### config.mk
export PLATFORM = sky130hd
export DESIGN_NAME = char_lcd_write_sequencer_top_flat
export DESIGN_NICKNAME = d
export VERILOG_FILES = /design/src/sv/clws_pkg.sv /design/src/sv/clws_ifs.sv /design/src/sv/char_lcd_write_sequencer_top.sv /design/src/flat_wrapper.sv
export SDC_FILE = /design/constraint.sdc
export NUM_CORES = 1
export LEC_CHECK = 0
export BUFFER_PORTS_ARGS = -buffer_cell sky130_fd_sc_hd__buf_2
export CAP_MARGIN = 20
export CORE_MARGIN = 5
export CORE_UTILIZATION = 40
export DETAILED_ROUTE_END_ITERATION = 16
export SYNTH_ARGS = -nofsm -noshare
export SYNTH_HDL_FRONTEND = slang
export SYNTH_SLANG_ARGS = --single-unit
### constraint.sdc
create_clock -name clk -period 4.65 [get_ports clk]
set_input_delay 0.2325 -clock clk [delete_from_list [all_inputs] [get_ports clk]]
set_output_delay 0.2325 -clock clk [all_outputs]
set_load 0.01 [all_outputs]
### src/sv/clws_pkg.sv
// ----------------------------------------------------------------------------
// clws_pkg: character LCD write sequencer package
// Field widths, action codes, step numbers, timing constants and the small
// lookup tables shared by the channel interfaces and the sequencer.
// ----------------------------------------------------------------------------
package clws_pkg;

  // field types
  typedef logic [2:0]  action_t;
  typedef logic [7:0]  byte_t;
  typedef logic [5:0]  step_t;
  typedef logic [14:0] wait_t;
  typedef logic [2:0]  init_idx_t;

  // action codes
  localparam action_t ACT_TICK = 3'd0;
  localparam action_t ACT_INIT = 3'd1;
  localparam action_t ACT_CMD  = 3'd2;
  localparam action_t ACT_CHAR = 3'd3;
  localparam action_t ACT_POS  = 3'd4;

  // sequencer step numbers
  localparam step_t STEP_IDLE       = 6'd0;
  localparam step_t STEP_EN_RISE    = 6'd2;
  localparam step_t STEP_HIGH_DATA  = 6'd3;
  localparam step_t STEP_EN_FALL_HI = 6'd4;
  localparam step_t STEP_EN_RISE_LO = 6'd5;
  localparam step_t STEP_LOW_DATA   = 6'd6;
  localparam step_t STEP_EN_FALL    = 6'd7;
  localparam step_t STEP_WAKE_FIRST = 6'd8;
  localparam step_t STEP_BYTE_DONE  = 6'd20;

  // bus layout and special command
  localparam int    NibbleOffset   = 0;
  localparam byte_t NIBBLE_MASK    = byte_t'(8'h0F << NibbleOffset);
  localparam byte_t DISPLAY_OFF    = 8'd8;
  localparam byte_t SET_DDRAM_FLAG = 8'h80;

  // hold times in microsecond ticks
  localparam wait_t HOLD_UNIT_8    = 15'd1;
  localparam wait_t HOLD_UNIT_4    = 15'd5;
  localparam wait_t HOLD_CHAR      = 15'd50;
  localparam wait_t HOLD_CMD       = 15'd100;
  localparam wait_t HOLD_OFF_8     = 15'd2000;
  localparam wait_t HOLD_OFF_4     = 15'd3000;
  localparam wait_t HOLD_POWER_UP  = 15'd20000;

  // init list length per bus width
  localparam init_idx_t INIT_LEN_8 = 3'd3;
  localparam init_idx_t INIT_LEN_4 = 3'd6;

  // phase within a wake-up nibble: 0 EN high, 1 data, 2 EN low
  typedef struct packed {
    logic [1:0] nib;
    logic [1:0] phase;
  } wake_pos_t;

  function automatic wake_pos_t wake_pos(input step_t s);
    wake_pos_t r;
    logic [3:0] d;
    d = 4'(s - STEP_WAKE_FIRST);
    case (d)
      4'd0:    r = '{nib: 2'd0, phase: 2'd0};
      4'd1:    r = '{nib: 2'd0, phase: 2'd1};
      4'd2:    r = '{nib: 2'd0, phase: 2'd2};
      4'd3:    r = '{nib: 2'd1, phase: 2'd0};
      4'd4:    r = '{nib: 2'd1, phase: 2'd1};
      4'd5:    r = '{nib: 2'd1, phase: 2'd2};
      4'd6:    r = '{nib: 2'd2, phase: 2'd0};
      4'd7:    r = '{nib: 2'd2, phase: 2'd1};
      4'd8:    r = '{nib: 2'd2, phase: 2'd2};
      4'd9:    r = '{nib: 2'd3, phase: 2'd0};
      4'd10:   r = '{nib: 2'd3, phase: 2'd1};
      default: r = '{nib: 2'd3, phase: 2'd2};
    endcase
    return r;
  endfunction

  function automatic logic [3:0] wake_nibble(input logic [1:0] k);
    return (k == 2'd3) ? 4'd2 : 4'd3;
  endfunction

  function automatic wait_t wake_hold(input logic [1:0] k);
    wait_t h;
    case (k)
      2'd0:    h = 15'd5000;
      2'd1:    h = 15'd150;
      2'd2:    h = 15'd10;
      default: h = 15'd150;
    endcase
    return h;
  endfunction

  function automatic byte_t row_base(input logic [1:0] r);
    byte_t b;
    case (r)
      2'd0:    b = 8'h00;
      2'd1:    b = 8'h40;
      2'd2:    b = 8'h10;
      default: b = 8'h50;
    endcase
    return b;
  endfunction

  // command i (from 0) of the init list
  function automatic byte_t init_item(input logic eight, input init_idx_t i,
                                      input byte_t cursor);
    byte_t b;
    if (eight) begin
      case (i)
        3'd0:    b = 8'h38;
        3'd1:    b = 8'h0C;
        default: b = 8'h01;
      endcase
    end else begin
      case (i)
        3'd0:    b = 8'h28;
        3'd1:    b = DISPLAY_OFF;
        3'd2:    b = 8'h01;
        3'd3:    b = 8'h06;
        3'd4:    b = 8'h02;
        default: b = cursor;
      endcase
    end
    return b;
  endfunction

  // replace the nibble at the offset, keep the other bus bits
  function automatic byte_t put_nibble(input byte_t bus, input logic [3:0] n);
    return (bus & ~NIBBLE_MASK) | (byte_t'({4'd0, n} << NibbleOffset) & NIBBLE_MASK);
  endfunction

endpackage

### src/sv/clws_ifs.sv
// ----------------------------------------------------------------------------
// clws channel interfaces
// Valid/ready channels for request transactions and pin result transactions.
// ----------------------------------------------------------------------------
interface clws_req_if;
  import clws_pkg::*;
  logic    valid;
  logic    ready;
  action_t action;
  byte_t   value;
  byte_t   row;
  byte_t   col;

  modport source (output valid, action, value, row, col, input ready);
  modport sink   (input valid, action, value, row, col, output ready);
endinterface

interface clws_res_if;
  import clws_pkg::*;
  logic  valid;
  logic  ready;
  logic  rs_pin;
  logic  en_pin;
  byte_t data_bus;
  logic  busy_res;
  logic  rejected;

  modport source (output valid, rs_pin, en_pin, data_bus, busy_res, rejected,
                  input ready);
  modport sink   (input valid, rs_pin, en_pin, data_bus, busy_res, rejected,
                  output ready);
endinterface

### src/sv/char_lcd_write_sequencer_top.sv
// ----------------------------------------------------------------------------
// char_lcd_write_sequencer_top: HD44780-style character LCD write sequencer
// Steps RS, EN and data pins through init, command, character and cursor
// position sequences on a 4-bit or 8-bit bus, paced by 1 us tick transactions.
// ----------------------------------------------------------------------------
//  channel   direction  handshake      payload
//  in_req    in         valid/ready    action, value, row, col
//  out_res   out        valid/ready    rs_pin, en_pin, data_bus, busy_res, rejected
//  cfg_*     in         write enable   eight_bit_bus
//
//  One transaction per cycle: the sequencer state and the output register
//  both load at the accepting edge, so each result is offered in the next cycle.
//  in_req.ready is high while the output register is empty or being drained,
//  so a stalled output holds one result and stops input only then.
//  rst_n (synchronous) clears the sequencer to idle with all pins low.
// ----------------------------------------------------------------------------
module char_lcd_write_sequencer_top (
  input  logic        clk,
  input  logic        rst_n,
  clws_req_if.sink    in_req,
  clws_res_if.source  out_res,
  input  logic        cfg_we,
  input  logic        cfg_wdata
);
  import clws_pkg::*;

  // configuration and sequencer state
  logic      eight_r;
  step_t     step_r,   step_nxt;
  wait_t     wait_r,   wait_nxt;
  byte_t     held_r,   held_nxt;
  init_idx_t idx_r,    idx_nxt;
  byte_t     cursor_r, cursor_nxt;
  logic      rs_r,     rs_nxt;
  logic      en_r,     en_nxt;
  byte_t     bus_r,    bus_nxt;

  // output register
  logic      out_valid_r;
  logic      out_rs_r, out_en_r, out_busy_r, out_rej_r;
  byte_t     out_bus_r;

  logic      accept;
  logic      busy;
  logic      do_step;
  logic      rejected;
  wait_t     unit_hold;
  wait_t     wait_dec;
  wake_pos_t wp;
  init_idx_t init_len;
  byte_t     pos_row;
  byte_t     pos_cmd;

  assign in_req.ready = !out_valid_r || out_res.ready;
  assign accept       = in_req.valid && in_req.ready;
  assign busy         = (step_r != STEP_IDLE);
  assign unit_hold    = eight_r ? HOLD_UNIT_8 : HOLD_UNIT_4;
  assign init_len     = eight_r ? INIT_LEN_8 : INIT_LEN_4;
  assign wait_dec     = (wait_r != '0) ? wait_r - 15'd1 : wait_r;
  assign wp           = wake_pos(step_r);
  assign pos_row      = in_req.row + {4'd0, in_req.col[7:4]};
  assign pos_cmd      = (row_base(pos_row[1:0]) + {4'd0, in_req.col[3:0]}) | SET_DDRAM_FLAG;

  // next state: request decode, tick countdown, then one sequencer step
  always_comb begin
    step_nxt   = step_r;
    wait_nxt   = wait_r;
    held_nxt   = held_r;
    idx_nxt    = idx_r;
    cursor_nxt = cursor_r;
    rs_nxt     = rs_r;
    en_nxt     = en_r;
    bus_nxt    = bus_r;
    rejected   = 1'b0;
    do_step    = 1'b0;

    case (in_req.action) inside
      ACT_TICK: begin
        if (busy) begin
          wait_nxt = wait_dec;
          do_step  = (wait_dec == '0);
        end
      end
      ACT_INIT, ACT_CMD, ACT_CHAR, ACT_POS: begin
        if (busy) begin
          rejected = 1'b1;
        end else if (in_req.action == ACT_INIT) begin
          cursor_nxt = in_req.value;
          idx_nxt    = 3'd1;
          wait_nxt   = HOLD_POWER_UP;
          step_nxt   = eight_r ? STEP_BYTE_DONE : STEP_WAKE_FIRST;
        end else if (in_req.action == ACT_POS && pos_row >= 8'd4) begin
          rejected = 1'b1;
        end else begin
          held_nxt = (in_req.action == ACT_POS) ? pos_cmd : in_req.value;
          rs_nxt   = (in_req.action == ACT_CHAR);
          wait_nxt = unit_hold;
          step_nxt = STEP_EN_RISE;
        end
      end
      default: ;
    endcase

    // one pin step once the hold has run out
    if (do_step) begin
      if (step_r >= STEP_WAKE_FIRST && step_r < STEP_BYTE_DONE) begin
        case (wp.phase)
          2'd0: begin
            en_nxt   = 1'b1;
            rs_nxt   = 1'b0;
            wait_nxt = HOLD_UNIT_4;
          end
          2'd1: begin
            bus_nxt  = put_nibble(bus_r, wake_nibble(wp.nib));
            wait_nxt = HOLD_UNIT_4;
          end
          default: begin
            en_nxt   = 1'b0;
            wait_nxt = wake_hold(wp.nib);
          end
        endcase
        step_nxt = step_r + 6'd1;
      end else begin
        unique case (step_r)
          STEP_EN_RISE: begin
            en_nxt   = 1'b1;
            wait_nxt = unit_hold;
            step_nxt = STEP_HIGH_DATA;
          end
          STEP_HIGH_DATA: begin
            if (eight_r) begin
              bus_nxt  = held_r;
              step_nxt = STEP_EN_FALL;
            end else begin
              bus_nxt  = put_nibble(bus_r, held_r[7:4]);
              step_nxt = STEP_EN_FALL_HI;
            end
            wait_nxt = unit_hold;
          end
          STEP_EN_FALL_HI: begin
            en_nxt   = 1'b0;
            wait_nxt = unit_hold;
            step_nxt = STEP_EN_RISE_LO;
          end
          STEP_EN_RISE_LO: begin
            en_nxt   = 1'b1;
            wait_nxt = unit_hold;
            step_nxt = STEP_LOW_DATA;
          end
          STEP_LOW_DATA: begin
            bus_nxt  = put_nibble(bus_r, held_r[3:0]);
            wait_nxt = unit_hold;
            step_nxt = STEP_EN_FALL;
          end
          STEP_EN_FALL: begin
            en_nxt = 1'b0;
            if (rs_r)
              wait_nxt = HOLD_CHAR;
            else if (held_r == DISPLAY_OFF)
              wait_nxt = eight_r ? HOLD_OFF_8 : HOLD_OFF_4;
            else
              wait_nxt = HOLD_CMD;
            step_nxt = STEP_BYTE_DONE;
          end
          STEP_BYTE_DONE: begin
            if (idx_r != '0 && idx_r <= init_len) begin
              held_nxt = init_item(eight_r, idx_r - 3'd1, cursor_r);
              idx_nxt  = idx_r + 3'd1;
              rs_nxt   = 1'b0;
              wait_nxt = unit_hold;
              step_nxt = STEP_EN_RISE;
            end else begin
              step_nxt = STEP_IDLE;
              wait_nxt = '0;
              idx_nxt  = '0;
            end
          end
          default: begin
            step_nxt = STEP_IDLE;
            wait_nxt = '0;
            idx_nxt  = '0;
          end
        endcase
      end
    end
  end

  // configuration register
  always_ff @(posedge clk) begin
    if (!rst_n) begin
      eight_r <= 1'b0;
    end else if (cfg_we) begin
      eight_r <= cfg_wdata;
    end
  end

  // sequencer state, updated per accepted transaction
  always_ff @(posedge clk) begin
    if (!rst_n) begin
      step_r   <= STEP_IDLE;
      wait_r   <= '0;
      held_r   <= '0;
      idx_r    <= '0;
      cursor_r <= '0;
      rs_r     <= 1'b0;
      en_r     <= 1'b0;
      bus_r    <= '0;
    end else if (accept) begin
      step_r   <= step_nxt;
      wait_r   <= wait_nxt;
      held_r   <= held_nxt;
      idx_r    <= idx_nxt;
      cursor_r <= cursor_nxt;
      rs_r     <= rs_nxt;
      en_r     <= en_nxt;
      bus_r    <= bus_nxt;
    end
  end

  // output register valid
  always_ff @(posedge clk) begin
    if (!rst_n) begin
      out_valid_r <= 1'b0;
    end else if (in_req.ready) begin
      out_valid_r <= in_req.valid;
    end
  end

  // output payload
  always_ff @(posedge clk) begin
    if (accept) begin
      out_rs_r   <= rs_nxt;
      out_en_r   <= en_nxt;
      out_bus_r  <= bus_nxt;
      out_busy_r <= (step_nxt != STEP_IDLE);
      out_rej_r  <= rejected;
    end
  end

  assign out_res.valid    = out_valid_r;
  assign out_res.rs_pin   = out_rs_r;
  assign out_res.en_pin   = out_en_r;
  assign out_res.data_bus = out_bus_r;
  assign out_res.busy_res = out_busy_r;
  assign out_res.rejected = out_rej_r;

endmodule

### src/flat_wrapper.sv
// flat-port wrapper written by rule: the top's interface ports become plain ports
module char_lcd_write_sequencer_top_flat import clws_pkg::*;
  (clk, rst_n, cfg_we, cfg_wdata, in_req_valid, in_req_action, in_req_value, in_req_row, in_req_col, in_req_ready, out_res_valid, out_res_rs_pin, out_res_en_pin, out_res_data_bus, out_res_busy_res, out_res_rejected, out_res_ready);
  clws_req_if in_req_i ();
  clws_res_if out_res_i ();
  input  logic clk;
  input  logic rst_n;
  input  logic cfg_we;
  input  logic cfg_wdata;
  input wire logic [$bits(in_req_i.valid)-1:0] in_req_valid;
  input wire logic [$bits(in_req_i.action)-1:0] in_req_action;
  input wire logic [$bits(in_req_i.value)-1:0] in_req_value;
  input wire logic [$bits(in_req_i.row)-1:0] in_req_row;
  input wire logic [$bits(in_req_i.col)-1:0] in_req_col;
  output wire logic [$bits(in_req_i.ready)-1:0] in_req_ready;
  output wire logic [$bits(out_res_i.valid)-1:0] out_res_valid;
  output wire logic [$bits(out_res_i.rs_pin)-1:0] out_res_rs_pin;
  output wire logic [$bits(out_res_i.en_pin)-1:0] out_res_en_pin;
  output wire logic [$bits(out_res_i.data_bus)-1:0] out_res_data_bus;
  output wire logic [$bits(out_res_i.busy_res)-1:0] out_res_busy_res;
  output wire logic [$bits(out_res_i.rejected)-1:0] out_res_rejected;
  input wire logic [$bits(out_res_i.ready)-1:0] out_res_ready;
  assign in_req_i.valid = in_req_valid;
  assign in_req_i.action = in_req_action;
  assign in_req_i.value = in_req_value;
  assign in_req_i.row = in_req_row;
  assign in_req_i.col = in_req_col;
  assign in_req_ready = in_req_i.ready;
  assign out_res_valid = out_res_i.valid;
  assign out_res_rs_pin = out_res_i.rs_pin;
  assign out_res_en_pin = out_res_i.en_pin;
  assign out_res_data_bus = out_res_i.data_bus;
  assign out_res_busy_res = out_res_i.busy_res;
  assign out_res_rejected = out_res_i.rejected;
  assign out_res_i.ready = out_res_ready;
  char_lcd_write_sequencer_top u_core (.clk(clk), .rst_n(rst_n), .in_req(in_req_i), .out_res(out_res_i), .cfg_we(cfg_we), .cfg_wdata(cfg_wdata));
endmodule
Word-level counts from Yosys, hierarchy flattened
Memories as Yosys holds them, arrays and structs flattened.
Cells that the tools add are included.
{"block": "classes", "addsub": 7, "multipliers": 0, "div": 0, "magnitude_cmp": 4, "n_eq_ne": 24, "shift": 0, "muxes": 76, "n_bitwise": 6, "reduce_logical": 26}
{"op": "$mux W15", "count": 13}
{"op": "$mux W8", "count": 15}
{"op": "$pmux W15 S3", "count": 1}
{"op": "$mux W6", "count": 7}
{"op": "$pmux W6 S7", "count": 1}
{"op": "$pmux W8 S5", "count": 1}
{"op": "$mux W3", "count": 9}
{"op": "$pmux W13 S2", "count": 1}
{"op": "$eq A6 B3 Y1 const B", "count": 4}
{"op": "$or A8 B4 Y8", "count": 3}
{"op": "$pmux W7 S3", "count": 1}
{"op": "$mux W1", "count": 18}
{"op": "$pmux W8 S2", "count": 1}
{"op": "$logic_not A15 Y1", "count": 1}
{"op": "$reduce_bool A15 Y1", "count": 1}
{"op": "$sub A15 B1 Y15 const B", "count": 1}
{"op": "$eq A3 B2 Y1 const B", "count": 4}
{"op": "$eq A6 B2 Y1 const B", "count": 2}
{"op": "$mux W12", "count": 1}
{"op": "$pmux W6 S2", "count": 1}
{"op": "$reduce_bool A6 Y1", "count": 2}
{"op": "$reduce_and A5 Y1", "count": 2}
{"op": "$add A8 B4 Y8", "count": 1}
{"op": "$eq A8 B4 Y1 const B", "count": 1}
{"op": "32 further kinds", "count": 51}
{"block": "totals", "reg_bits": 64, "latchBits": 0, "ramBits": 0, "romBits": 64, "in_bits": 33, "out_inout_bits": 14, "mem_count": 1}
{"name": "(name not given)", "depth": 16, "word_bits": 4, "read_ports": 1, "rd_ports_with_merged_regs": 0, "write_ports": 0, "line": "clws_pkg.sv:62", "text": "case (d)"}

Logic depth before layout (Yosys ltp)
{"block": "logic_depth", "word_depth": 14, "mapped_depth": 13, "depth_no_buf": 10}

Worst setup path after synthesis
Ideal clock, no wire load.
{"block": "synth_path", "path_kind": "flip-flop to flip-flop", "from": "register u_core.wait_r[0]", "to": "register u_core.out_bus_r[4] (netlist: u_core.out_res.data_bus[4]) (data pin)", "t_arrival_ns": 2.984, "required_time_ns": 4.390, "path_slack_ns": 1.406, "path_stages_with_launch": 13, "n_path_buf": 3, "synth_period_minus_slack_ns": 3.244, "path_cell_list": "dfxtp_1 > buf_2 > inv_1 > ha_1 > or3b_2 > buf_2 > nor4_1 > mux2i_1 > nand4_2 > nand4bb_1 > buf_2 > nor2_1 > mux2_2"}
{"block": "synth_between", "elab_chain_cells": 6, "elab_cells_between_ends": 7, "cone_classes": "add/sub (1); mux (4); reduce/logical (2)"}
{"element": "start, declared", "line": "char_lcd_write_sequencer_top.sv:30", "text": "wait_t wait_r, wait_nxt;"}
{"element": "start signal, assigned", "line": "char_lcd_write_sequencer_top.sv:210", "text": "wait_r <= wait_nxt;"}
{"element": "$sub A15 B1 Y15 or $reduce_bool A15 Y1 (tied branches)", "line": "char_lcd_write_sequencer_top.sv:59", "text": "assign wait_dec = (wait_r != '0) ? wait_r - 15'd1 : wait_r;"}
{"element": "$mux W15 (*)", "line": "char_lcd_write_sequencer_top.sv:59"}
{"element": "$logic_not A15 Y1 (*)", "line": "char_lcd_write_sequencer_top.sv:81", "text": "do_step = (wait_dec == '0);"}
{"element": "$mux W1 (*)", "line": "char_lcd_write_sequencer_top.sv:79", "text": "if (busy) begin"}
{"element": "$mux W1 (*)", "line": "char_lcd_write_sequencer_top.sv:77", "text": "case (in_req.action) inside"}
{"element": "$mux W8 (*)", "line": "char_lcd_write_sequencer_top.sv:105", "text": "if (do_step) begin"}
{"element": "named net u_core.bus_nxt[4]", "line": "char_lcd_write_sequencer_top.sv:36", "text": "byte_t bus_r, bus_nxt;"}
{"element": "end signal, assigned", "line": "char_lcd_write_sequencer_top.sv:234", "text": "out_bus_r <= bus_nxt;"}
{"element": "end, declared", "line": "char_lcd_write_sequencer_top.sv:41", "text": "byte_t out_bus_r;"}
The timed path passes the listed nets; every way through them passes the cells marked *.
A chain may end at the register's enable or synchronous reset.

Worst setup path after layout
{"block": "layout_path", "from": "register u_core.wait_r[0]", "to": "register u_core.step_r[2]"}
{"block": "layout_between", "elab_chain_cells": 6, "elab_cells_between_ends": 7, "cone_classes": "add/sub (1); mux (4); reduce/logical (2)"}
{"element": "$sub A15 B1 Y15 or $reduce_bool A15 Y1 (tied branches)", "line": "char_lcd_write_sequencer_top.sv:59"}
{"element": "$mux W15 (*)", "line": "char_lcd_write_sequencer_top.sv:59"}
{"element": "$logic_not A15 Y1 (*)", "line": "char_lcd_write_sequencer_top.sv:81"}
{"element": "$mux W1 (*)", "line": "char_lcd_write_sequencer_top.sv:79"}
{"element": "$mux W1 (*)", "line": "char_lcd_write_sequencer_top.sv:77"}
{"element": "$mux W6 (*)", "line": "char_lcd_write_sequencer_top.sv:105"}
{"element": "end signal, assigned", "line": "char_lcd_write_sequencer_top.sv:209", "text": "step_r <= step_nxt;"}
{"element": "end, declared", "line": "char_lcd_write_sequencer_top.sv:29", "text": "step_t step_r, step_nxt;"}
Every way passes the cells marked *; elsewhere a longest branch is shown, timed or not.

==> impl_metrics.ini <==
[clock_network]
clk-insertion-delay-late_ps = 340
cts_max_level = 3
cts_post_setup_buffers_inserted = 0
cts_tree = yes
clock_sinks = 64
ctsHoldBuffers = 0
cts_root_buffer = sky130_fd_sc_hd__clkbuf_16
post_cts_resized = 0
clkTransAtPathRegs_ps = 60
cts_inserted_buffers = 9
clockBufferDepth = 2

[route]
firstDrtPassIters = 5
wirelength_microns = 15400
drt_first_iter_violations = 472
final_antenna_net_count = 0
post_drt_wl_per_cell_microns = 20.0
vias = 4899
drc = 0
vias_per_instance = 6.39

[sta]
worst_slew_pin_slew_ps = 1050
slew-limit-headroom_pct = 30.1
min_period_ps = 3790
setup_tns_ps = 0
rsz0062_at_grt = no
timing.final.hold_violations = 0
final.setup_skew_ps = 5.49
highest_clock_rate_mhz = 264
finalSetupViolCount = 0
layout_worst_path_cycle_share_pct = 81.6
final_number_of_max_transition_violations = 0

[status]
status = complete, no violations

[layout]
final_layout_size_suffix_gt1_share_pct = 17.1
design.final.nets = 668
finish.utilization_pct = 45.7
num_antenna_cells = 0
area_growth_from_synthesis_to_layout_pct = 12.9

[setup_path]
cp_max_fo = 18
critPathTopFamily = simple AND/OR/NAND/NOR gates
timing.critical_path.required_ps = 4890
cp_num_buf_inv = 1
worst_path_max_delay_cell = sky130_fd_sc_hd__nor4bb_4
critical_setup_path_class = register to register
r2r_startpoint = u_core.wait_r[0]$_SDFFE_PN0P_
timing.rr.end = u_core.step_r[2]$_SDFFE_PN0P_
critical_path.endpoint_type = register
worstPathCellList = inv_1, ha_1, or3b_2, nor4_1, mux2i_1, nand4_2, nor4bb_4, nand2_1, o221a_2
crit_path_max_incr_delay_ps = 970
setup.worst_path.start_class = register
timing.reg2reg.setup_slack_ps = 860
timing.reg2reg.worst_path_depth = 9
data_arrival_time_at_the_worst_slack_endpoint_ps = 4030

[synth]
avgSynthCellArea_sq_um = 8.16
synth.largest_area_cell = sky130_fd_sc_hd__dfxtp_1
yosysMostFrequentCell = sky130_fd_sc_hd__dfxtp_1
postSynthCellCount = 588
yosysUniqueCellTypes = 78
synth_edf_count = 12
yosys_most_used_dff = sky130_fd_sc_hd__dfxtp_1
ys_top_cells_by_area = sky130_fd_sc_hd__dfxtp_1 22%, sky130_fd_sc_hd__edfxtp_1 7.5%, sky130_fd_sc_hd__ha_1 5.0%
synthesis_warning_total = 0
top_cells_by_count_synth = 52 x sky130_fd_sc_hd__dfxtp_1, 47 x sky130_fd_sc_hd__a21oi_1, 44 x sky130_fd_sc_hd__nand2_1
synth.net_count = 641
syn-cell-area_sq_um = 4800
post-synth-top-area-fraction_pct = 21.7
ys_async_sr_fraction_pct = 0
synth_seq_area_share_pct = 29.2
postSynthRegisterBits = 64

[floorplan]
starting_utilization_of_the_core_area_pct = 40.4
top_level_ports = 47
die-area_sq_um = 14300
placeableCoreArea_sq_um = 11900
floorplan_die_height_microns = 120
die_x_microns = 120
rows = 40

[global_routing]
antenna_found_initial = 0
track_usage_pct = 21.6
maximum_number_of_pins_on_one_net_before_global_route_repair = 31
first_pass_grt_wire_length_microns = 24900
number_of_global_route_vias_before_repair = 4698
grt_overflow = 0

[power_and_ir_drop]
power.leakage_nw = 2.11
irDropWorstVdd_uv = 145
power.density_cell_area_nw_per_um2 = 311
p_total_w = 0.00169

[hold_path]
hold_depth = 3
hold_crit_path_type = primary input to register
hold_path_startpoint = cfg_wdata
worst_hold_path.endpoint = u_core.eight_r$_SDFFE_PN0P_

[placed_design]
dp.final_hpwl_microns = 11200
gp_congestion = 0.944
port_buffers = 46

[run]
drv_cap = 0
-- power breakdown --
| group | switching [W] | internal [W] |
|---|---|---|
| Sequential | 0.0000355 | 0.000588 |
| Clock | 0.000258 | 0.000412 |
| Combinational | 0.000245 | 0.000148 |
| Total | 0.000539 | 0.00115 |
-- layout by cell type (no fill, tap or decap), drive strengths merged, types with 5 or more instances in the layout --
cell | synthesis | final
buf | 14 | 58
dfxtp | 52 | 52
a21oi | 47 | 47
o21ai | 46 | 46
nand2 | 44 | 44
nor2 | 41 | 41
inv | 20 | 20
ha | 19 | 19
nor3 | 18 | 18
mux2i | 17 | 17
nand3 | 17 | 17
nand4 | 15 | 15
nor4 | 14 | 14
edfxtp | 12 | 12
and3 | 11 | 11
o31ai | 11 | 11
mux2 | 11 | 11
a31oi | 10 | 10
clkbuf | 28 | 10
o22ai | 9 | 9
or4 | 9 | 9
o211ai | 8 | 8
nand2b | 7 | 7
a221oi | 7 | 7
a22oi | 7 | 7
xor2 | 6 | 6
clkinv | 2 | 6
nand3b | 5 | 5
a211oi | 5 | 5
-- worst max path at each step --
| stage | start | to | slack (ps) | cells past startpoint |
|---|---|---|---|---|
| 3_5_place_dp | u_core.wait_r[0]$_SDFFE_PN0P_ | u_core.step_r[2]$_SDFFE_PN0P_ | 940 | 9 |
| 2_1_floorplan | u_core.wait_r[0]$_SDFFE_PN0P_ | u_core.out_res.data_bus[4]$_DFFE_PP_ | 1410 | 12 |
| 6_report | u_core.wait_r[0]$_SDFFE_PN0P_ | u_core.step_r[2]$_SDFFE_PN0P_ | 860 | 9 |
| 3_3_place_gp | u_core.wait_r[0]$_SDFFE_PN0P_ | u_core.wait_r[9]$_SDFFE_PN0P_ | 950 | 9 |
| 4_1_cts | u_core.wait_r[0]$_SDFFE_PN0P_ | u_core.step_r[2]$_SDFFE_PN0P_ | 930 | 9 |
| 5_1_grt | u_core.wait_r[0]$_SDFFE_PN0P_ | u_core.bus_r[7]$_SDFFE_PN0P_ | 660 | 10 |
-- metrics by stage --
stage	setup slack (ps)	area, sq um	cells	hold WS [ps]
global route	661	5420	767	161
CTS	932	5420	767	118
floorplan	1410	4800	588	362
detailed placement	938	5130	751	464
finish	855	5420	767	129
global placement	948	5130	751	453
-- logic make-up after synthesis --
| family | Yosys count | synth area share [%] |
|---|---|---|
| AOI/OAI and AO/OA | 194 | 27.1 |
| buffers and inverters | 64 | 5.84 |
| DFF | 64 | 29.2 |
| xor gates and xnor gates | 9 | 1.64 |
| and+or+nand+nor | 209 | 24.7 |
| adders and majority gates | 20 | 5.37 |
| muxes | 28 | 6.13 |
-- tightest hold or removal path: cells and delay by family --
kind                   cells  cell delay [ps]
buffers and inverters      1               70
multiplexers               1               60
AND/OR/NAND/NOR            1               70
-- sequential cells by signal (all words and copies together), names as in the netlist --
register                 flops
u_core.wait_r               15
u_core.bus_r                 8
u_core.cursor_r              8
u_core.held_r                8
u_core.out_res.data_bus      8
u_core.step_r                6
u_core.idx_r                 3
u_core.eight_r               1
u_core.en_r                  1
u_core.out_res.busy_res      1
u_core.out_res.en_pin        1
u_core.out_res.rejected      1
u_core.out_res.rs_pin        1
u_core.out_res.valid         1
u_core.rs_r                  1
-- area by class of cell --
cell class	instances	area, sq um
clock buffers	10	229
clock inverters	6	60.1
fillers	1157	6450
inverters	22	82.6
multi-input cells	460	3140
flip-flops and latches	64	1400
well taps	147	184
repair buffers	58	320
-- layer usage --
metal | vias up | part of all wire, % | GRT usage, %
met1 | 2348 | 47 | 29.8
met5 | - | 0 | 0
met2 | 205 | 44 | 32.9
li1 | 2310 | - | -
met4 | 0 | 2.7 | 8.66
met3 | 36 | 6.4 | 4.57
No activity file was read; power rests on OpenSTA's default activity.
